$ cat src/rtl/assert_macros.svh
// Assertion macros shared by the smoothing filter RTL.
// Included by the modules that carry concurrent checks.
`ifndef ASSERT_MACROS_SVH
`define ASSERT_MACROS_SVH

// Clocked check, disabled while reset is high.
`define TSM_ASSERT(name, clk, rst, prop, msg) \
   name: assert property (@(posedge clk) disable iff (rst) prop) else $error(msg);

// Clocked check that also holds during reset.
`define TSM_ASSERT_ALWAYS(name, clk, prop, msg) \
   name: assert property (@(posedge clk) prop) else $error(msg);

`endif

$ cat src/rtl/tsm_pkg.sv
// Shared types and constants of the 5x5 triangular smoothing filter.
// No dependencies; used by every module of the block but tsm_ram.
package tsm_pkg;

   // Field widths of the configuration registers.
   localparam int WIDTH_REG_W  = 11;
   localparam int HEIGHT_REG_W = 13;
   localparam int CSR_ADDR_W   = 3;
   localparam int CSR_DATA_W   = 32;

   localparam int WIDTH_RESET  = 640;
   localparam int HEIGHT_RESET = 480;
   localparam int DIM_MIN      = 5;

   localparam int DEFAULT_MAX_WIDTH  = 1024;
   localparam int DEFAULT_MAX_HEIGHT = 4096;

   // Register index, taken from paddr[2].
   localparam logic [0:0] REG_IMAGE_WIDTH  = 1'b0;
   localparam logic [0:0] REG_IMAGE_HEIGHT = 1'b1;

   // Kernel: outer product of {1,2,3,2,1}.
   localparam int KSIZE  = 5;
   localparam int NLINES = 4;
   localparam logic [1:0] TRI_WEIGHT [KSIZE] = '{2'd1, 2'd2, 2'd3, 2'd2, 2'd1};

   localparam int PIX_W  = 8;
   localparam int VSUM_W = 12;   // 9 * 255
   localparam int SUM_W  = 15;   // 81 * 255

   // floor(s / 81) == (s * 25891) >> 21 for every s up to 81 * 255.
   localparam int DIV81_MULT_W = 15;
   localparam logic [DIV81_MULT_W-1:0] DIV81_MULT = 15'd25891;
   localparam int DIV81_SHIFT = 21;
   localparam int PROD_W = SUM_W + DIV81_MULT_W;

   typedef struct packed {
      logic [PIX_W-1:0] pixel_in;
      logic             drain;
   } req_payload_type;

   typedef struct packed {
      logic [PIX_W-1:0] pixel_out;
      logic             frame_end;
   } rsp_payload_type;

   // What the front end decided for one item.
   typedef struct packed {
      logic shift;    // pixel enters the window and line stores
      logic emit;     // item yields one result
      logic border;   // result lies on the two-pixel border
      logic last;     // result is the frame's last
   } item_tag_type;

endpackage

$ cat src/rtl/tsm_csr.sv
// Configuration registers (image width and height) behind the APB-style port.
// Depends on tsm_pkg.
module tsm_csr #(
   parameter int MAX_WIDTH  = tsm_pkg::DEFAULT_MAX_WIDTH,
   parameter int MAX_HEIGHT = tsm_pkg::DEFAULT_MAX_HEIGHT
) (
   input  logic                                clock,
   input  logic                                reset,
   input  logic                                psel,
   input  logic                                penable,
   input  logic                                pwrite,
   input  logic [tsm_pkg::CSR_ADDR_W-1:0]      paddr,
   input  logic [tsm_pkg::CSR_DATA_W-1:0]      pwdata,
   output logic [tsm_pkg::CSR_DATA_W-1:0]      prdata,
   output logic                                pready,
   output logic [tsm_pkg::WIDTH_REG_W-1:0]     image_width,
   output logic [tsm_pkg::HEIGHT_REG_W-1:0]    image_height,
   output logic                                restart
);

   logic [tsm_pkg::WIDTH_REG_W-1:0]  width_ff,  width_in;
   logic [tsm_pkg::HEIGHT_REG_W-1:0] height_ff, height_in;
   logic                             write_fire;

   function automatic logic [31:0] clamp_dim(input logic [31:0] v, input logic [31:0] hi);
      logic [31:0] r;
      r = v;
      if (v < 32'(tsm_pkg::DIM_MIN)) begin
         r = 32'(tsm_pkg::DIM_MIN);
      end else if (v > hi) begin
         r = hi;
      end
      return r;
   endfunction

   assign pready     = 1'b1;
   assign write_fire = psel && penable && pwrite;
   assign restart    = write_fire;

   always_comb begin
      width_in  = width_ff;
      height_in = height_ff;
      if (write_fire) begin
         case (paddr[2:2])
            tsm_pkg::REG_IMAGE_WIDTH: begin
               width_in = tsm_pkg::WIDTH_REG_W'(clamp_dim(
                  32'(pwdata[tsm_pkg::WIDTH_REG_W-1:0]), 32'(MAX_WIDTH)));
            end
            tsm_pkg::REG_IMAGE_HEIGHT: begin
               height_in = tsm_pkg::HEIGHT_REG_W'(clamp_dim(
                  32'(pwdata[tsm_pkg::HEIGHT_REG_W-1:0]), 32'(MAX_HEIGHT)));
            end
            default: begin
               width_in  = width_ff;
               height_in = height_ff;
            end
         endcase
      end
   end

   always_comb begin
      case (paddr[2:2])
         tsm_pkg::REG_IMAGE_WIDTH:  prdata = tsm_pkg::CSR_DATA_W'(width_ff);
         tsm_pkg::REG_IMAGE_HEIGHT: prdata = tsm_pkg::CSR_DATA_W'(height_ff);
         default:                   prdata = '0;
      endcase
   end

   always_ff @(posedge clock) begin
      if (reset) begin
         width_ff  <= tsm_pkg::WIDTH_REG_W'(tsm_pkg::WIDTH_RESET);
         height_ff <= tsm_pkg::HEIGHT_REG_W'(tsm_pkg::HEIGHT_RESET);
      end else begin
         width_ff  <= width_in;
         height_ff <= height_in;
      end
   end

   assign image_width  = width_ff;
   assign image_height = height_ff;

endmodule

$ cat config.mk
export PLATFORM = sky130hd
export DESIGN_NAME = tsm_csr
export DESIGN_NICKNAME = d
export VERILOG_FILES = /design/src/rtl/assert_macros.svh /design/src/rtl/tsm_pkg.sv /design/src/rtl/tsm_csr.sv
export SDC_FILE = /design/constraint.sdc
export NUM_CORES = 1
export LEC_CHECK = 0
export BUFFER_PORTS_ARGS = -buffer_cell sky130_fd_sc_hd__buf_2
export CORE_UTILIZATION = 36
export CTS_CLUSTER_SIZE = 12
export DETAILED_ROUTE_END_ITERATION = 8
export GPL_ROUTABILITY_DRIVEN = 0
export PLACE_DENSITY = 0.83
export SLEW_MARGIN = 0
export SYNTH_ARGS = -nofsm -noshare
export SYNTH_HDL_FRONTEND = slang
export SYNTH_SLANG_ARGS = --single-unit
$ cat constraint.sdc
create_clock -name clock -period 1.3 [get_ports clock]
set_input_delay 0.065 -clock clock [delete_from_list [all_inputs] [get_ports clock]]
set_output_delay 0.065 -clock clock [all_outputs]
set_load 0.005 [all_outputs]
==> results of run 1 <==
## logic make-up after synthesis
kind of cell	synth area share
other	0.00582
and+or+nand+nor	0.183
AOI/OAI and AO/OA	0.201
muxes	0.0960
DFF	0.372
buffers and inverters	0.142
## sequential cells by signal, indices dropped and copies added, names as in the netlist
signal / cells
image_width: 11
image_height: 13
## worst max path at each step
stage | start | to | slack [ps] | cells after the start
3_5_place_dp | pwdata[7] | image_width[8] | -220 | 6
3_3_place_gp | pwdata[7] | image_width[5] | -200 | 6
2_1_floorplan | pwdata[7] | image_width[1] | 40 | 4
4_1_cts | pwdata[7] | image_width[8] | 80 | 6
6_report | pwdata[7] | image_width[8] | 50 | 6
5_1_grt | pwdata[7] | image_width[8] | 10 | 6
## cells in the mapped netlist (2+ instances only)
cell       instances  area [sq um]
a21oi_1           10          50.1
a221o_1            4          40.0
a22o_1             6          52.6
and2_1             2          12.5
and3_1             5          31.3
buf_2              2          10.0
buf_4             20           150
clkbuf_1           3          11.3
conb_1             2          7.51
dfxtp_1           24           480
inv_1              2          7.51
mux2_1             3          33.8
mux2_2             8          90.1
nand2_1            8          30.0
nor2_1            10          37.5
nor3_1             4          20.0
nor4_2             2          25.0
o2bb2ai_1          2          17.5
or3_1              4          25.0
## layer usage
layer | global-route usage | vias to the layer above | wire length, um
li1 | - | 617 | -
met1 | 0.252 | 601 | 1490
met2 | 0.300 | 55 | 1520
met3 | 0.0248 | 4 | 204
met4 | 0.0571 | 0 | 25
met5 | 0 | - | 0
## final cells by class
class | count | area, sq um
clock buffer | 4 | 36.3
timing repair buffer | 81 | 468
inverter | 2 | 7.51
fill | 348 | 1650
sequential | 24 | 480
tap | 46 | 57.6
multi-input combinational | 104 | 694
## stage by stage
stage / setup slack (ps) / total power, mW / setup TNS, ps
2_1_floorplan: 41.4 / 0.928 / 0
3_3_place_gp: -200 / 1.01 / -1520
3_5_place_dp: -218 / 1.02 / -1600
4_1_cts: 78.3 / 1.40 / 0
5_1_grt: 14.4 / 1.47 / 0
6_report: 46.5 / 1.39 / 0
## critical path, stage by stage
cell       delay [ps]
buf_2             120
or4_4             570
nor3_4            260
a2111oi_4          90
buf_4             180
a22o_1            180
## power breakdown
| group | internal [mW] | leakage (nW) | switching (mW) |
|---|---|---|---|
| Combinational | 0.115 | 0.648 | 0.126 |
| Sequential | 0.751 | 0.194 | 0.0110 |
| Clock | 0.171 | 0.0210 | 0.214 |
| Total | 1.04 | 0.863 | 0.351 |
## repair_timing
action	in CTS	in global routing
endpoints found under the setup margin	0	3
setup buffers	0	1
gates resized for setup	0	0
==> metrics, run 1 <==
Slew Viols, Final=0; Clock Latency Late Sink=310 ps; Die Y=61.9 um; Power Density=slightly below 800 nW/um^2; leading cell type in the layout, fill and taps excluded=buf_2; P_leak=0.863 nW; DRT Pass-1 Iters=4; largest net degree at the start of global routing=20; Placed Area=1700 sq um; fmax=0.798 GHz; Hold Fails Final Rpt=0; final hold slack=15.4 ps; Crit Path Class=in2reg; Slew HR=0.515; htree depth=1; CTS Buf Count=3; most frequent cells in the layout=buf_2, buf_4, dfxtp_1; launch point of the worst reg-to-reg path=image_height[8]; FF-to-FF path depth=1; Detail Placement HPWL=approximately 2.6 mm; Arrival @ worst endpoint=~1500 ps; worst slew pin tran=725 ps; Synth Area per Inst=about 9.3 sq um; Hold Path Origin=pwdata[1]; fin area=1740 sq um; CTS Root Cell=clkbuf_4; Required @ worst endpoint=1510 ps; die width=~62 um; fin crit share=0.964; # hold bufs at CTS=0; clk slew on worst S/H paths=130 ps; Core Util, Final=0.515; Syn Std Cell Area=1290 sq um; Ys Warns=0; Post-synth EDFFs=0; Async SR Flop Fraction=0; clk buf depth=2; register bit total from synthesis=24; DRT iter0 DRCs=53; initial antenna violation count=0; worst reg2reg endpoint=image_height[8]; ys flop type=dfxtp_1; Hold EP=image_width[1]; drt drc=0; startpoint types=input port; final net count=256; Clock Sink Count=24; Antenna diodes=0; Synth Instances=138; Core Footprint=3390 sq um; post-placement cell count=about 260; layout cells sized above 1=0.460; vias in the first global route=1124; Min-Delay Path Depth=2; register area share after synthesis=0.372; Ports=98; Port Buffers=56; first-pass GRT wire length=around 5.2 mm; status=finished clean; final setup fails=0; DR vias=around 1300; worst min path class=in2reg; Max VDD drop=286 uV; fin crit period=1250 ps; Overflow after GRT=0; Final Routed Wirelength=~3.2 mm; Starting Density=0.381; remaining antenna violation count=0; TritonCTS clock tree=built; GRT Util Overall=0.184; Wirelength per Cell=12.4 um; vias per cell=4.89; nature of the critical path endpoint=flip-flop; FP Rows=21; Synth cell types=36; critical-path maximum fanout=6; Max-cap violations=0; post-route insts no fill=261; R2R Setup Slk=around 560 ps; Final Skew=0 ps; area grow syn2layout=35.2%; RSZ-0062 raised after global routing=false; die area=3830 sq um
Note: power is estimated with default switching activity, not from simulation.
==> inputs of run 2 (changes only) <==
Settings changed: CAP_MARGIN from default to 20, HOLD_SLACK_MARGIN from default to 0.15.
==> metrics, run 2 (same netlist as run 1, synthesis figures left out) <==
worst path cell trace=buf_2, and3_1, nor2b_1, dlygate4sd3_1, nand2_1, a21oi_1; Clock Sink Count=24 (unchanged); remaining antenna violation count=0 (unchanged); DR vias=1361 (+6.6%); footprint of the multi-input gates=694 sq um (unchanged); Die Y=61.9 um (unchanged); Hold Fails Final Rpt=0 (unchanged); Antenna diodes=0 (unchanged); nature of the critical path endpoint=flip-flop; drt drc=0 (unchanged); Final Routed Wirelength=3.68 mm (+13%); Max VDD drop=309 uV (+7.8%); first-pass GRT wire length=5.73 mm (+11%); Clock Latency Late Sink=310 ps (about the same); status=finished clean; post-route insts no fill=277 (+6.1%); Max-cap violations=0 (unchanged); Power Density=752 nW/um^2 (-5.5%); die width=61.9 um (unchanged); vias per cell=4.91 (+0.42%); Final Skew=0 ps (unchanged); Largest register FFs=13 (unchanged); Ports=98 (unchanged); CTS Root Cell=clkbuf_4; P_leak=0.931 nW (+7.9%); FF-to-FF path depth=1 (unchanged); Worst path slowest cell=dlygate4sd3_1; FP Rows=21 (unchanged); Overall Power=1.43 mW (+3.3%); Starting Density=0.381 (unchanged); final net count=272 (+6.3%); post-placement cell count=256 (unchanged); fillcell total=338 (-2.9%); fin crit period=1160 ps (-95.4 ps); Min-Delay Path Depth=3 (+1); most frequent cells in the layout=buf_2, dfxtp_1, buf_4; critical-path maximum fanout=3 (-3); Required @ worst endpoint=1550 ps (+40 ps); Port Buffers=56 (unchanged); fin area=1910 sq um (+9.3%); htree depth=1 (unchanged); R2R Setup Slk=540 ps (-20 ps); Core Footprint=3390 sq um (unchanged); startpoint types=input port; RSZ-0062 raised after global routing=false; Slew HR=0.555 (+0.0398); Slew Viols, Final=0 (unchanged); TritonCTS clock tree=built; clk slew on worst S/H paths=120 ps (about the same); worst slew pin tran=665 ps (-59.5 ps); die area=3830 sq um (unchanged); Gates resized, CTS repair=0 (unchanged); Crit Path Class=in2reg; leading cell type in the layout, fill and taps excluded=buf_2; DRT iter0 DRCs=66 (+25%); Arrival @ worst endpoint=1410 ps (-60 ps); fin crit share=0.891 (-0.0734); Placed Area=1700 sq um (unchanged); Register Area=480 sq um (unchanged); area grow syn2layout=47.8%; clk buf depth=2 (unchanged); layout cells sized above 1=0.424 (-0.0362); largest net degree at the start of global routing=14 (-30%); Fin Setup TNS=0 ps (unchanged); Wirelength per Cell=13.3 um (+6.8%); worst min path class=in2reg; Setup Fix Bufs, Post-CTS=0 (unchanged); fmax=0.864 GHz (+8.2%); CTS Buf Count=3 (unchanged); vias in the first global route=1262 (+12%); DRT Pass-1 Iters=4 (unchanged); Overflow after GRT=0 (unchanged); Detail Placement HPWL=2.56 mm (unchanged); GRT Util Overall=0.205 (+0.0217); CP peak stage delay=630 ps (+60 ps); final setup fails=0 (unchanged); initial antenna violation count=0 (unchanged)
==> run 2: cell types whose count changed in the layout (fill, tap and decap cells not counted), sizes merged <==
cell	before	now
dlygate4sd3	0	17
buf	81	80
==> run 2: layer usage <==
metal | wire, um | GRT usage | up-vias
met4 | 25 | 0.0667 | 0
met1 | 1630 | 0.272 | 632
met5 | 0 | 0 | -
met3 | 266 | 0.0269 | 4
li1 | - | - | 649
met2 | 1760 | 0.346 | 76
==> run 2: layout make-up <==
cell class	instances	area share
sequential	24	0.252
clock buffer	4	0.0190
inverter	2	0.00394
timing repair buffer	97	0.331
multi-input combinational	104	0.364
tap	46	0.0302
==> run 2: path summary, 6_finish.rpt <==
check | start | to
worst min register to register | image_height[12] | image_height[12]
worst max-delay path | pwrite | image_width[10]
worst max register to register | image_height[7] | image_height[7]
worst min-delay path | reset | image_width[2]
==> run 2: repair_timing <==
item                                    in CTS  in global routing
endpoints found under the hold margin       23                  0
endpoints found under the setup margin       0                  3
hold buffers                                17                  0
==> run 2: worst max-delay path: cells and delay by family <==
family	cells	cell delay, ps
buffers and inverters	2	720
and+or+nand+nor	3	500
AOI/OAI and AO/OA	1	120
==> run 2: stage by stage <==
stage,hold slack (ps),utilization,worst slack [ps]
after floorplan,191,-,41.4
after global placement,329,0.502,-200
after detailed placement,341,0.502,-218
after CTS,162,0.563,84.4
after global routing,184,0.563,56.6
final,183,0.563,142
==> run 2: where the power goes <==
| part | switching (mW) | internal, mW | total [mW] | leakage (nW) |
|---|---|---|---|---|
| Clock | 0.216 | 0.171 | 0.387 | 0.0210 |
| Sequential | 0.0112 | 0.751 | 0.762 | 0.194 |
| Combinational | 0.137 | 0.147 | 0.284 | 0.716 |
