==> src/rtl/assert_macros.svh <==
// Assertion macros shared by the smoothing filter RTL.
// Included by the modules that carry concurrent checks.
`ifndef ASSERT_MACROS_SVH
`define ASSERT_MACROS_SVH

// Clocked check, disabled while reset is high.
`define TSM_ASSERT(name, clk, rst, prop, msg) \
   name: assert property (@(posedge clk) disable iff (rst) prop) else $error(msg);

// Clocked check that also holds during reset.
`define TSM_ASSERT_ALWAYS(name, clk, prop, msg) \
   name: assert property (@(posedge clk) prop) else $error(msg);

`endif

==> src/rtl/tsm_pkg.sv <==
// Shared types and constants of the 5x5 triangular smoothing filter.
// No dependencies; used by every module of the block but tsm_ram.
package tsm_pkg;

   // Field widths of the configuration registers.
   localparam int WIDTH_REG_W  = 11;
   localparam int HEIGHT_REG_W = 13;
   localparam int CSR_ADDR_W   = 3;
   localparam int CSR_DATA_W   = 32;

   localparam int WIDTH_RESET  = 640;
   localparam int HEIGHT_RESET = 480;
   localparam int DIM_MIN      = 5;

   localparam int DEFAULT_MAX_WIDTH  = 1024;
   localparam int DEFAULT_MAX_HEIGHT = 4096;

   // Register index, taken from paddr[2].
   localparam logic [0:0] REG_IMAGE_WIDTH  = 1'b0;
   localparam logic [0:0] REG_IMAGE_HEIGHT = 1'b1;

   // Kernel: outer product of {1,2,3,2,1}.
   localparam int KSIZE  = 5;
   localparam int NLINES = 4;
   localparam logic [1:0] TRI_WEIGHT [KSIZE] = '{2'd1, 2'd2, 2'd3, 2'd2, 2'd1};

   localparam int PIX_W  = 8;
   localparam int VSUM_W = 12;   // 9 * 255
   localparam int SUM_W  = 15;   // 81 * 255

   // floor(s / 81) == (s * 25891) >> 21 for every s up to 81 * 255.
   localparam int DIV81_MULT_W = 15;
   localparam logic [DIV81_MULT_W-1:0] DIV81_MULT = 15'd25891;
   localparam int DIV81_SHIFT = 21;
   localparam int PROD_W = SUM_W + DIV81_MULT_W;

   typedef struct packed {
      logic [PIX_W-1:0] pixel_in;
      logic             drain;
   } req_payload_type;

   typedef struct packed {
      logic [PIX_W-1:0] pixel_out;
      logic             frame_end;
   } rsp_payload_type;

   // What the front end decided for one item.
   typedef struct packed {
      logic shift;    // pixel enters the window and line stores
      logic emit;     // item yields one result
      logic border;   // result lies on the two-pixel border
      logic last;     // result is the frame's last
   } item_tag_type;

endpackage

==> src/rtl/tsm_ctrl.sv <==
// Front end: input handshake, raster position counters and result bookkeeping.
// Issues the line-store read for each pixel. Depends on tsm_pkg, assert_macros.svh.
`include "assert_macros.svh"

module tsm_ctrl #(
   parameter int MAX_WIDTH  = tsm_pkg::DEFAULT_MAX_WIDTH,
   parameter int MAX_HEIGHT = tsm_pkg::DEFAULT_MAX_HEIGHT
) (
   input  logic                              clock,
   input  logic                              reset,
   input  logic                              req_valid,
   input  tsm_pkg::req_payload_type          req_payload,
   output logic                              req_stall,
   input  logic [tsm_pkg::WIDTH_REG_W-1:0]   image_width,
   input  logic [tsm_pkg::HEIGHT_REG_W-1:0]  image_height,
   input  logic                              restart,
   input  logic                              s1_ready,
   output logic                              item_load,
   output tsm_pkg::item_tag_type             item_tag,
   output logic [tsm_pkg::PIX_W-1:0]         item_pixel,
   output logic [$clog2(MAX_WIDTH)-1:0]      item_col,
   output logic                              rd_en,
   output logic [$clog2(MAX_WIDTH)-1:0]      rd_addr
);

   localparam int COL_W  = $clog2(MAX_WIDTH);
   localparam int IROW_W = $clog2(MAX_HEIGHT + 1);
   localparam int OROW_W = $clog2(MAX_HEIGHT);

   logic [COL_W-1:0]  in_col_ff,  in_col_in;
   logic [IROW_W-1:0] in_row_ff,  in_row_in;
   logic [COL_W-1:0]  out_col_ff, out_col_in;
   logic [OROW_W-1:0] out_row_ff, out_row_in;

   logic        accept;
   logic        flushing;
   logic        is_pixel;
   logic        px_ready;
   logic        emit;
   logic        border;
   logic        last;
   logic [31:0] w32;
   logic [31:0] h32;
   logic [31:0] in_col_nx;
   logic [31:0] out_col_nx;

   assign w32 = 32'(image_width);
   assign h32 = 32'(image_height);

   assign req_stall = !s1_ready;
   assign accept    = req_valid && s1_ready;

   always_comb begin
      flushing = 32'(in_row_ff) >= h32;
      is_pixel = !flushing && !req_payload.drain;
      px_ready = (32'(in_row_ff) > 32'd2) ||
                 ((32'(in_row_ff) == 32'd2) && (32'(in_col_ff) >= 32'd2));
      emit     = flushing || (is_pixel && px_ready);
      border   = (32'(out_row_ff) < 32'd2) || (32'(out_col_ff) < 32'd2) ||
                 (32'(out_row_ff) + 32'd2 >= h32) || (32'(out_col_ff) + 32'd2 >= w32);
      last     = (32'(out_row_ff) + 32'd1 == h32) && (32'(out_col_ff) + 32'd1 == w32);
   end

   always_comb begin
      in_col_in  = in_col_ff;
      in_row_in  = in_row_ff;
      out_col_in = out_col_ff;
      out_row_in = out_row_ff;
      in_col_nx  = 32'(in_col_ff) + 32'd1;
      out_col_nx = 32'(out_col_ff) + 32'd1;
      if (accept && is_pixel) begin
         if (in_col_nx >= w32) begin
            in_col_in = '0;
            in_row_in = in_row_ff + 1'b1;
         end else begin
            in_col_in = COL_W'(in_col_nx);
         end
      end
      if (accept && emit) begin
         if (last) begin
            in_col_in  = '0;
            in_row_in  = '0;
            out_col_in = '0;
            out_row_in = '0;
         end else if (out_col_nx >= w32) begin
            out_col_in = '0;
            out_row_in = out_row_ff + 1'b1;
         end else begin
            out_col_in = COL_W'(out_col_nx);
         end
      end
      // a register write restarts the frame
      if (restart) begin
         in_col_in  = '0;
         in_row_in  = '0;
         out_col_in = '0;
         out_row_in = '0;
      end
   end

   always_ff @(posedge clock) begin
      if (reset) begin
         in_col_ff  <= '0;
         in_row_ff  <= '0;
         out_col_ff <= '0;
         out_row_ff <= '0;
      end else begin
         in_col_ff  <= in_col_in;
         in_row_ff  <= in_row_in;
         out_col_ff <= out_col_in;
         out_row_ff <= out_row_in;
      end
   end

   // Drains outside the flush phase are taken and dropped here.
   assign item_load       = accept && (is_pixel || emit);
   assign item_tag.shift  = is_pixel;
   assign item_tag.emit   = emit;
   assign item_tag.border = border;
   assign item_tag.last   = last;
   assign item_pixel      = req_payload.pixel_in;
   assign item_col        = in_col_ff;
   assign rd_en           = accept && is_pixel;
   assign rd_addr         = in_col_ff;

   `TSM_ASSERT(a_col_in_row, clock, reset,
      32'(in_col_ff) < w32 && 32'(out_col_ff) < w32, "column counter beyond image width")
   `TSM_ASSERT(a_row_bound, clock, reset,
      32'(in_row_ff) <= h32 && 32'(out_row_ff) < h32, "row counter beyond image height")
   `TSM_ASSERT(a_frame_wrap, clock, reset,
      accept && emit && last && !restart |=> in_row_ff == '0 && in_col_ff == '0 &&
      out_row_ff == '0 && out_col_ff == '0, "counters not cleared after last result")

endmodule

==> config.mk <==
export PLATFORM = sky130hd
export DESIGN_NAME = tsm_ctrl
export DESIGN_NICKNAME = d
export VERILOG_FILES = /design/src/rtl/tsm_pkg.sv /design/src/rtl/tsm_ctrl.sv
export VERILOG_INCLUDE_DIRS = /design/src /design/src/rtl
export SDC_FILE = /design/constraint.sdc
export NUM_CORES = 1
export LEC_CHECK = 0
export ABC_AREA = 1
export BUFFER_PORTS_ARGS = -buffer_cell sky130_fd_sc_hd__buf_2
export CAP_MARGIN = 15
export CELL_PAD_IN_SITES_DETAIL_PLACEMENT = 0
export CELL_PAD_IN_SITES_GLOBAL_PLACEMENT = 1
export CORE_ASPECT_RATIO = 1.5
export CORE_UTILIZATION = 45
export CTS_BUF_LIST = sky130_fd_sc_hd__clkbuf_8
export CTS_CLUSTER_SIZE = 14
export DETAILED_ROUTE_END_ITERATION = 10
export PLACE_DENSITY = 0.92
export SLEW_MARGIN = 10
export SYNTH_ARGS = -nofsm -noshare
export SYNTH_HDL_FRONTEND = slang
export SYNTH_SLANG_ARGS = --single-unit
==> constraint.sdc <==
create_clock -name clock -period 7.24 [get_ports clock]
set_input_delay 0.362 -clock clock [delete_from_list [all_inputs] [get_ports clock]]
set_output_delay 0.362 -clock clock [all_outputs]
set_load 0.1 [all_outputs]
==> impl_metrics.csv, run 1 <==
group,metric,value,unit
clock_tree,numCtsBuffers,5,
grt,grt_pass1_vias,4725,
final_layout,diodes,0,
synthesis,syn_nets,890,
final_layout,area_growth,7.09,%
outcome,status,"completed",
synthesis,yosysWarnings,0,
detailed_routing,drc,0,
floorplan,dieArea,0.0115,mm^2
final_layout,post_route_cells_drive_above_1_share,10.6,%
sta,min_period,3.84,ns
detailed_routing,routed-via-count,5056,
floorplan,core,0.0106,mm^2
detailed_routing,ant_nets,0,
clock_tree,clock_path_buffers,2,
grt,grt.overflow.total,0,
final_layout,multiInputGateArea,0.00349,mm^2
floorplan,start_util,46.8,%
power_and_ir_drop,irDropWorstVdd,0.0741,mV
synthesis,syn-mean-instance-area,6.35,um^2
clock_tree,cts_resized,0,
clock_tree,cts_setup_buffers,0,
sta,finalSetupViolations,0,
worst_setup_path,cp_max_fo,10,
place,gp_congestion,0.917,
worst_setup_path,crit_path_cell_trace,"ha_1, nand2_1, nor2_1, inv_1, nor2_1, nand2_1, nor2_1, xor2_1, ha_1, nand2_1, nor2_1, nand3_1, nor2_1, nand3_1, nor2_1, nand2_1, nor2_2, nand2_4, inv_2, buf_2",
clock_tree,numClockSinks,45,
sta,slew_headroom,59.7,%
detailed_routing,highest_layer,"met4",
final_layout,nets,920,
floorplan,fp-row-count,46,
worst_setup_path,cpMaxStageDelayCell,"buf_2",
hold_path,hp-class,"input pin to register",
clock_tree,cts_hold_buffers,0,
sta,rsz0062_at_grt,"no",
clock_tree,cts_tree,"done",
power_and_ir_drop,finalPower,0.000530,W
detailed_routing,viasPerCell,5.27,
sta,timing.fmax,260,MHz
sta,drv_slew,0,
synthesis,synth-main-ff-cell,"dfxtp_1",
detailed_routing,route.layer.met1.wl,5.77,mm
clock_tree,clkTransAtPathRegs,0.10,ns
sta,tns,0,ns
floorplan,io_pins,73,
sta,whs,0.413,ns
sta,finClkSkew,0.0149,ns
floorplan,die_h,131,um
detailed_routing,wl_per_cell,14.4,um
worst_setup_path,path_class,"register to output pin",
power_and_ir_drop,p_per_area,99.5,mW/mm^2
detailed_routing,totalWireLength,13.8,mm
detailed_routing,dr.first_iter.drc_count,355,
grt,grt_pass1_wl,22.1,mm
synthesis,synth-edff-count,0,
worst_setup_path,crit_top_cell,"nor2_1",
clock_tree,insertion_delay,0.32,ns
detailed_routing,wl_met3,401,um
worst_setup_path,start_kind,"register",
synthesis,syn_inst,784,
final_layout,fillers,1134,
place,portBuffers,56,
power_and_ir_drop,p_leak,2.78,nW
worst_setup_path,critPathMaxStageDelay,0.47,ns
sta,fin_ws,3.40,ns
worst_setup_path,cp.required,6.88,ns
sta,finalCritPeriodShare,53.0,%
worst_setup_path,endpoint_kind,"output pin",
detailed_routing,drt_pass1_iterations,5,
final_layout,regArea,901,um^2
worst_setup_path,arrival,3.48,ns
floorplan,fp.dieW,87.9,um
sta,hold_viol,0,
final_layout,final_cells,959,
synthesis,synth_area,0.00498,mm^2
synthesis,ys_ff_latch,45,
clock_tree,htree_levels,2,
synthesis,ys_types,41,
synthesis,ys_seq_area_share,18.1,%
grt,track_usage,25.0,%
place,dp_cells,951,
sta,tightest_slew,0.603,ns
synthesis,synth-async-reset-ratio,0,%
job,maxCapViolations,0,
grt,antenna_found_initial,0,
grt,grt_max_degree,22,
place,dp_hpwl,11.2,mm
place,post-place-ws,3.75,ns
clock_tree,cts-root-buf,"clkbuf_8",
detailed_routing,route.met2.wl,7.17,mm
-- path summary, 6_finish.rpt --
| check | from | to | slack [ns] | cells past startpoint |
|---|---|---|---|---|
| setup / recovery | out_col_ff[2] | item_tag[0] | 3.40 | 20 |
| hold / removal | req_payload[0] | in_row_ff[11] | 0.41 | 4 |
| setup reg to reg | item_col[0] | in_row_ff[7] | 3.85 | 18 |
| hold reg to reg | out_col_ff[0] | out_col_ff[0] | 0.53 | 2 |
-- flip-flops by register name (all words and copies together) (netlist names) --
register and count:
in_row_ff 13, out_row_ff 12, out_col_ff 10, item_col 10
-- per-layer routing --
| metal | vias up | GRT usage [%] |
|---|---|---|
| li1 | 2594 | - |
| met1 | 2312 | 27.8 |
| met2 | 119 | 46.8 |
| met3 | 31 | 2.70 |
| met4 | 0 | 11.5 |
| met5 | - | 0 |
-- Yosys cell counts (2+ instances only) --
cell type	n	area, um^2
nand2_1	192	721
nor2_1	108	405
inv_1	91	342
ha_1	68	851
nand3_1	50	250
a21oi_1	45	225
dfxtp_1	45	901
xor2_1	34	298
o21ai_0	29	145
buf_4	25	188
nor3_1	18	90.1
nand4_1	17	106
a22oi_1	9	67.6
buf_2	5	25.0
nand2_2	5	31.3
clkbuf_1	4	15.0
nor2_2	4	25.0
a211oi_1	2	15.0
inv_2	2	7.51
nand2_4	2	22.5
nand3b_1	2	15.0
nor2_4	2	22.5
nor4_1	2	12.5
o211ai_1	2	15.0
o21a_1	2	15.0
o21ai_1	2	10.0
or2_2	2	12.5
xnor2_1	2	17.5
-- report_power, final --
part           internal (W)  switching [W]
Clock              0.000111      0.0000978
Sequential         0.000247    0.000000255
Combinational     0.0000225      0.0000509
Total              0.000381       0.000149
-- placed cells by master, fill, tap and decap left out, drive strengths merged, types with 6 or more instances in the layout --
cell type | synthesis | layout
nor3 | 19 | 19
nand3 | 52 | 52
a21oi | 45 | 45
nor2 | 115 | 115
ha | 68 | 68
nand4 | 17 | 17
clkbuf | 4 | 6
buf | 31 | 58
a22oi | 9 | 9
o21ai | 31 | 31
dfxtp | 45 | 45
xor2 | 34 | 34
inv | 93 | 94
nand2 | 199 | 199
-- kinds of logic after synthesis --
kind of cell	Yosys count	synth area share [%]
muxes	1	0.201
AOI/OAI and AO/OA	96	10.7
DFF	45	18.1
xor gates and xnor gates	36	6.33
and+or+nand+nor	409	35.7
buffers and inverters	129	11.9
adders and majority gates	68	17.1
-- through the flow --
step | util [%] | area (um^2)
detailed placement | 49.0 | 5220
finish | 50.1 | 5330
global placement | 49.0 | 5220
floorplan | - | 4980
CTS | 50.1 | 5330
global route | 50.1 | 5330
-- layout make-up --
type	count	area share [%]
well taps	144	3.38
clock buffers	6	1.55
repair buffers	58	5.54
multi-input cells	610	65.4
flip-flops and latches	45	16.9
clock inverters	2	0.634
inverters	94	6.62
-- critical path: cells and delay by family, from the launching register on --
family	cells	cell delay, ns
adders and majority gates	2	0.50
DFF	1	0.43
buffers and inverters	3	0.72
and+or+nand+nor	14	1.42
xor gates and xnor gates	1	0.09
No activity file was read; power rests on OpenSTA's default activity.
==> inputs of run 2 (changes only) <==
CORE_UTILIZATION = 38   (was 45)
PLACE_DENSITY = 0.84   (was 0.92)
clock period = 3.24 ns   (was 7.24 ns; I/O delays follow)
==> impl_metrics.csv, run 2 (synthesis gave the netlist of run 1 again) <==
group,metric,value,unit
detailed_routing,drc,0,
final_layout,largest_reg_flops,13,
floorplan,die_h,142,um
detailed_routing,drt_pass1_iterations,5,
floorplan,fp-row-count,50,
detailed_routing,routed-via-count,5000,
final_layout,regArea,917,um^2
detailed_routing,wl_per_cell,14.6,um
clock_tree,cts_tree,"done",
detailed_routing,viasPerCell,5.03,
floorplan,start_util,39.4,%
worst_setup_path,endpoint_kind,"output pin",
grt,grt_pass1_wl,23.1,mm
sta,rsz0062_at_grt,"yes",
power_and_ir_drop,irDropWorstVdd,0.146,mV
sta,min_period,3.07,ns
place,post-place-ws,0.187,ns
final_layout,nets,943,
floorplan,core,0.0126,mm^2
worst_setup_path,cp_max_fo,10,
detailed_routing,ant_nets,0,
clock_tree,clkTransAtPathRegs,0.09,ns
sta,timing.fmax,326,MHz
final_layout,post_route_cells_drive_above_1_share,16.8,%
worst_setup_path,crit_path_cell_trace,"ha_4, nand2_2, nor2_4, inv_2, nor2_4, nand2_2, nor2_2, xor2_1, ha_1, nand2_1, nor2_2, nand3_1, nor2_1, nand3_1, nor2_1, nand2_1, nor2_2, nand2_4, clkinv_8, buf_12",
grt,busiest_layer,"met2",
sta,drv_slew,0,
grt,globalRouteMet3Util,2.08,%
sta,tightest_slew,0.502,ns
clock_tree,numCtsBuffers,5,
final_layout,top_register,"in_row_ff",
floorplan,fp.dieW,95.5,um
grt,use_met2,40.4,%
grt,grt_pass1_vias,4761,
worst_setup_path,r2r-end,"out_row_ff[4]",
clock_tree,cts-root-buf,"clkbuf_8",
final_layout,diodes,0,
grt,grt_max_degree,22,
outcome,status,"completed",
final_layout,fillers,1373,
sta,tns,0,ns
power_and_ir_drop,p_per_area,198,mW/mm^2
worst_setup_path,cp.required,3.08,ns
grt,gr-usage-met1,26.1,%
job,maxCapViolations,0,
worst_setup_path,worstSetupStartpoint,"out_col_ff[1]",
clock_tree,insertion_delay,0.31,ns
worst_setup_path,crit_top_cell,"nor2_2",
sta,finalSetupViolations,0,
place,portBuffers,56,
clock_tree,clock_path_buffers,2,
sta,finClkSkew,0.00629,ns
clock_tree,cts_hold_buffers,0,
sta,hold_viol,0,
worst_setup_path,critPathMaxStageDelay,0.38,ns
worst_setup_path,cpMaxStageDelayCell,"dfxtp_4",
worst_setup_path,r2r_start,"out_col_ff[1]",
worst_setup_path,arrival,2.91,ns
floorplan,dieArea,0.0136,mm^2
place,dp_hpwl,11.6,mm
floorplan,io_pins,73,
worst_setup_path,reg2reg_depth,23,
final_layout,final_cell_mix,"nand2_1, nor2_1, inv_1",
final_layout,final_common_cell,"nand2_1",
final_layout,fin_util,45.4,%
power_and_ir_drop,p_leak,2.95,nW
detailed_routing,totalWireLength,14.5,mm
final_layout,multiInputGateArea,0.00360,mm^2
grt,grt.overflow.total,0,
worst_setup_path,endpoint,"item_tag[0]",
hold_path,hp-class,"input pin to register",
grt,antenna_found_initial,0,
detailed_routing,dr.first_iter.drc_count,270,
place,gp_congestion,0.832,
worst_setup_path,path_class,"register to output pin",
grt,track_usage,22.1,%
sta,finalCritPeriodShare,94.8,%
worst_setup_path,start_kind,"register",
worst_setup_path,regToRegSetupSlack,0.27,ns
clock_tree,numClockSinks,45,
clock_tree,htree_levels,2,
sta,slew_headroom,66.2,%
final_layout,area_growth,15.2,%
sta,fin_ws,0.169,ns
final_layout,reg_top3,"in_row_ff x13, out_row_ff x12",
-- run 2: per-layer routing --
metal	routed length [um]	vias to the layer above
li1	-	2639
met1	6090	2240
met2	7540	99
met3	457	22
met4	410	0
met5	0	-
-- run 2: repair_timing --
| action | in CTS | in global routing |
|---|---|---|
| hold endpoints to repair | 0 | 0 |
| endpoints found under the setup margin | 2 | 45 |
| resized for setup | 4 | 39 |
| setup buffers | 0 | 4 |
| gates cloned | 0 | 2 |
| pin swaps | 0 | 12 |
-- run 2: stage by stage --
stage | power (W) | hold slack [ns] | cells | instance area, um^2
after global placement | 0.000735 | 0.325 | 980 | 5410
after detailed placement | 0.000735 | 0.325 | 980 | 5410
final | 0.00113 | 0.298 | 994 | 5730
after CTS | 0.00115 | 0.288 | 988 | 5520
after floorplan | 0.000722 | 0.383 | 784 | 4990
after global routing | 0.00118 | 0.312 | 994 | 5730
-- run 2: where the power goes --
part           internal (W)  total (W)  switching [W]
Sequential         0.000552   0.000553    0.000000654
Clock              0.000193   0.000410       0.000217
Combinational     0.0000547   0.000171       0.000116
Total              0.000800    0.00113       0.000334
-- run 2: cell type report --
class	count	area share [%]
Tap cell	156	3.40
Multi-Input combinational cell	610	62.7
Clock buffer	7	1.68
Timing Repair Buffer	81	9.73
Inverter	94	6.37
Clock inverter	1	0.0873
Sequential cell	45	16.0
-- run 2: worst min-delay path by stage --
| stage | from | endpoint | depth (start not counted) |
|---|---|---|---|
| 3_3_place_gp | req_payload[8] | item_pixel[7] | 0 |
| 4_1_cts | reset | out_row_ff[5] | 5 |
| 5_1_grt | reset | out_row_ff[4] | 5 |
| 3_5_place_dp | req_payload[8] | item_pixel[7] | 0 |
| 2_1_floorplan | reset | out_row_ff[0] | 3 |
| 6_report | reset | out_row_ff[1] | 5 |
-- run 2: critical path: cells and delay by family (launching register included) --
kind          cells  cell delay, ns
fa+ha+maj         2            0.34
xor+xnor          1            0.21
buf+inv           3            0.33
simple gates     14            1.33
flops             1            0.38
==> inputs of run 3 (changes only) <==
PLACE_DENSITY = default   (was 0.84)
PLACE_DENSITY_LB_ADDON = 0.1   (was default)
==> impl_metrics.csv, run 3 (synthesis gave the netlist of run 1 again) <==
group,metric,value,unit
outcome,status,"completed",
place,gp_congestion,0.851,
detailed_routing,ant_nets,0,
sta,tightest_slew,0.607,ns
grt,grt_max_degree,22,
final_layout,final_cells,992,
final_layout,largest_reg_flops,13,
final_layout,final_cell_mix,"nand2_1, nor2_1, inv_1",
floorplan,die_h,142,um
grt,grt_pass1_vias,4777,
sta,hold_viol,0,
clock_tree,insertion_delay,0.31,ns
clock_tree,clock_path_buffers,2,
final_layout,final_common_cell,"nand2_1",
power_and_ir_drop,p_leak,2.94,nW
floorplan,io_pins,73,
floorplan,fp.dieW,95.5,um
detailed_routing,drc,0,
detailed_routing,viasPerCell,5.06,
power_and_ir_drop,finalPower,0.00108,W
worst_setup_path,start_kind,"register",
power_and_ir_drop,p_per_area,186,mW/mm^2
worst_setup_path,arrival,2.97,ns
hold_path,hp-class,"input pin to register",
worst_setup_path,cpMaxStageDelayCell,"dfxtp_4",
sta,min_period,3.13,ns
final_layout,top_register,"in_row_ff",
worst_setup_path,endpoint_kind,"output pin",
floorplan,fp-row-count,50,
place,portBuffers,56,
worst_setup_path,crit_path_cell_trace,"ha_4, nand2_4, nor2_4, inv_2, nor2_4, nand2_2, nor2_4, xor2_2, ha_1, nand2_1, nor2_2, nand3_2, nor2_2, nand3_1, nor2_1, nand2_1, nor2_2, nand2_4, clkinv_8, buf_12",
worst_setup_path,path_class,"register to output pin",
clock_tree,clkTransAtPathRegs,0.09,ns
final_layout,fillers,1355,
job,maxCapViolations,0,
clock_tree,numClockSinks,45,
power_and_ir_drop,irDropWorstVdd,0.165,mV
floorplan,start_util,39.4,%
grt,grt.overflow.total,0,
detailed_routing,drt_pass1_iterations,5,
detailed_routing,routed-via-count,5018,
sta,finalCritPeriodShare,96.7,%
grt,busiest_layer,"met2",
floorplan,core,0.0126,mm^2
final_layout,reg_top3,"in_row_ff x13, out_row_ff x12",
final_layout,area_growth,16.3,%
place,dp_hpwl,12.1,mm
sta,finClkSkew,0.00774,ns
grt,antenna_found_initial,0,
sta,tns,0,ns
sta,whs,0.318,ns
clock_tree,numCtsBuffers,5,
worst_setup_path,cp_max_fo,7,
grt,globalRouteMet3Util,2.40,%
clock_tree,htree_levels,2,
sta,timing.fmax,319,MHz
clock_tree,cts-root-buf,"clkbuf_8",
sta,slew_headroom,59.2,%
clock_tree,cts_tree,"done",
detailed_routing,wl_per_cell,15.2,um
grt,gr-usage-met1,25.6,%
worst_setup_path,critPathMaxStageDelay,0.39,ns
detailed_routing,dr.first_iter.drc_count,213,
grt,track_usage,22.6,%
detailed_routing,totalWireLength,15.1,mm
worst_setup_path,cp.required,3.08,ns
final_layout,nets,941,
floorplan,dieArea,0.0136,mm^2
grt,use_met2,41.8,%
final_layout,post_route_cells_drive_above_1_share,18.9,%
sta,finalSetupViolations,0,
final_layout,diodes,0,
place,dp_cells,975,
grt,grt_pass1_wl,23.4,mm
sta,rsz0062_at_grt,"yes",
sta,drv_slew,0,
run 3: path summary, 6_finish.rpt:
check	start	end	slack, ns	cells past startpoint
worst min-delay path	reset	out_row_ff[7]	0.32	5
worst min register to register	in_row_ff[12]	in_row_ff[12]	0.52	2
worst max-delay path	out_col_ff[1]	item_tag[0]	0.11	20
worst max register to register	out_col_ff[1]	out_row_ff[7]	0.15	24
run 3: final cells by class:
class | instances | area (um^2) | area share [%]
clock buffers | 5 | 68.8 | 1.19
clock inverters | 3 | 11.3 | 0.194
inverters | 94 | 365 | 6.31
multi-input cells | 610 | 3690 | 63.7
flip-flops and latches | 45 | 921 | 15.9
well taps | 156 | 195 | 3.37
repair buffers | 79 | 543 | 9.38
run 3: metal layers:
layer | vias to the layer above | part of all wire (%) | wire length, um
li1 | 2638 | - | -
met1 | 2251 | 41 | 6140
met2 | 105 | 53 | 8000
met3 | 24 | 3.3 | 498
met4 | 0 | 3.1 | 471
met5 | - | 0 | 0
run 3: stage by stage:
stage | setup slack, ns | util (%) | area, um^2
floorplan | 0.0133 | - | 4990
global placement | 0.222 | 42.6 | 5380
detailed placement | 0.0842 | 42.6 | 5380
CTS | 0.00794 | 43.4 | 5490
global route | -0.149 | 45.8 | 5790
finish | 0.107 | 45.8 | 5790
run 3: worst max-delay path, delay by kind of cell (launching register included):
family                     cells  cell delay (ns)
xor gates and xnor gates       1             0.08
adders and majority gates      2             0.46
buffers and inverters          3             0.32
DFF                            1             0.39
and+or+nand+nor               14             1.41
run 3: where the power goes:
group          internal (W)  leakage [nW]  switching, W
clock              0.000145        0.0519      0.000209
combinational     0.0000558          2.51      0.000118
sequential         0.000551         0.369   0.000000742
total              0.000752          2.94      0.000327
run 3: repair_timing:
action	in CTS	in global routing
buffers inserted	0	7
endpoints found under the setup margin	2	46
pin swaps	1	19
gates cloned	0	2
resized for setup	9	60
hold buffers	0	0
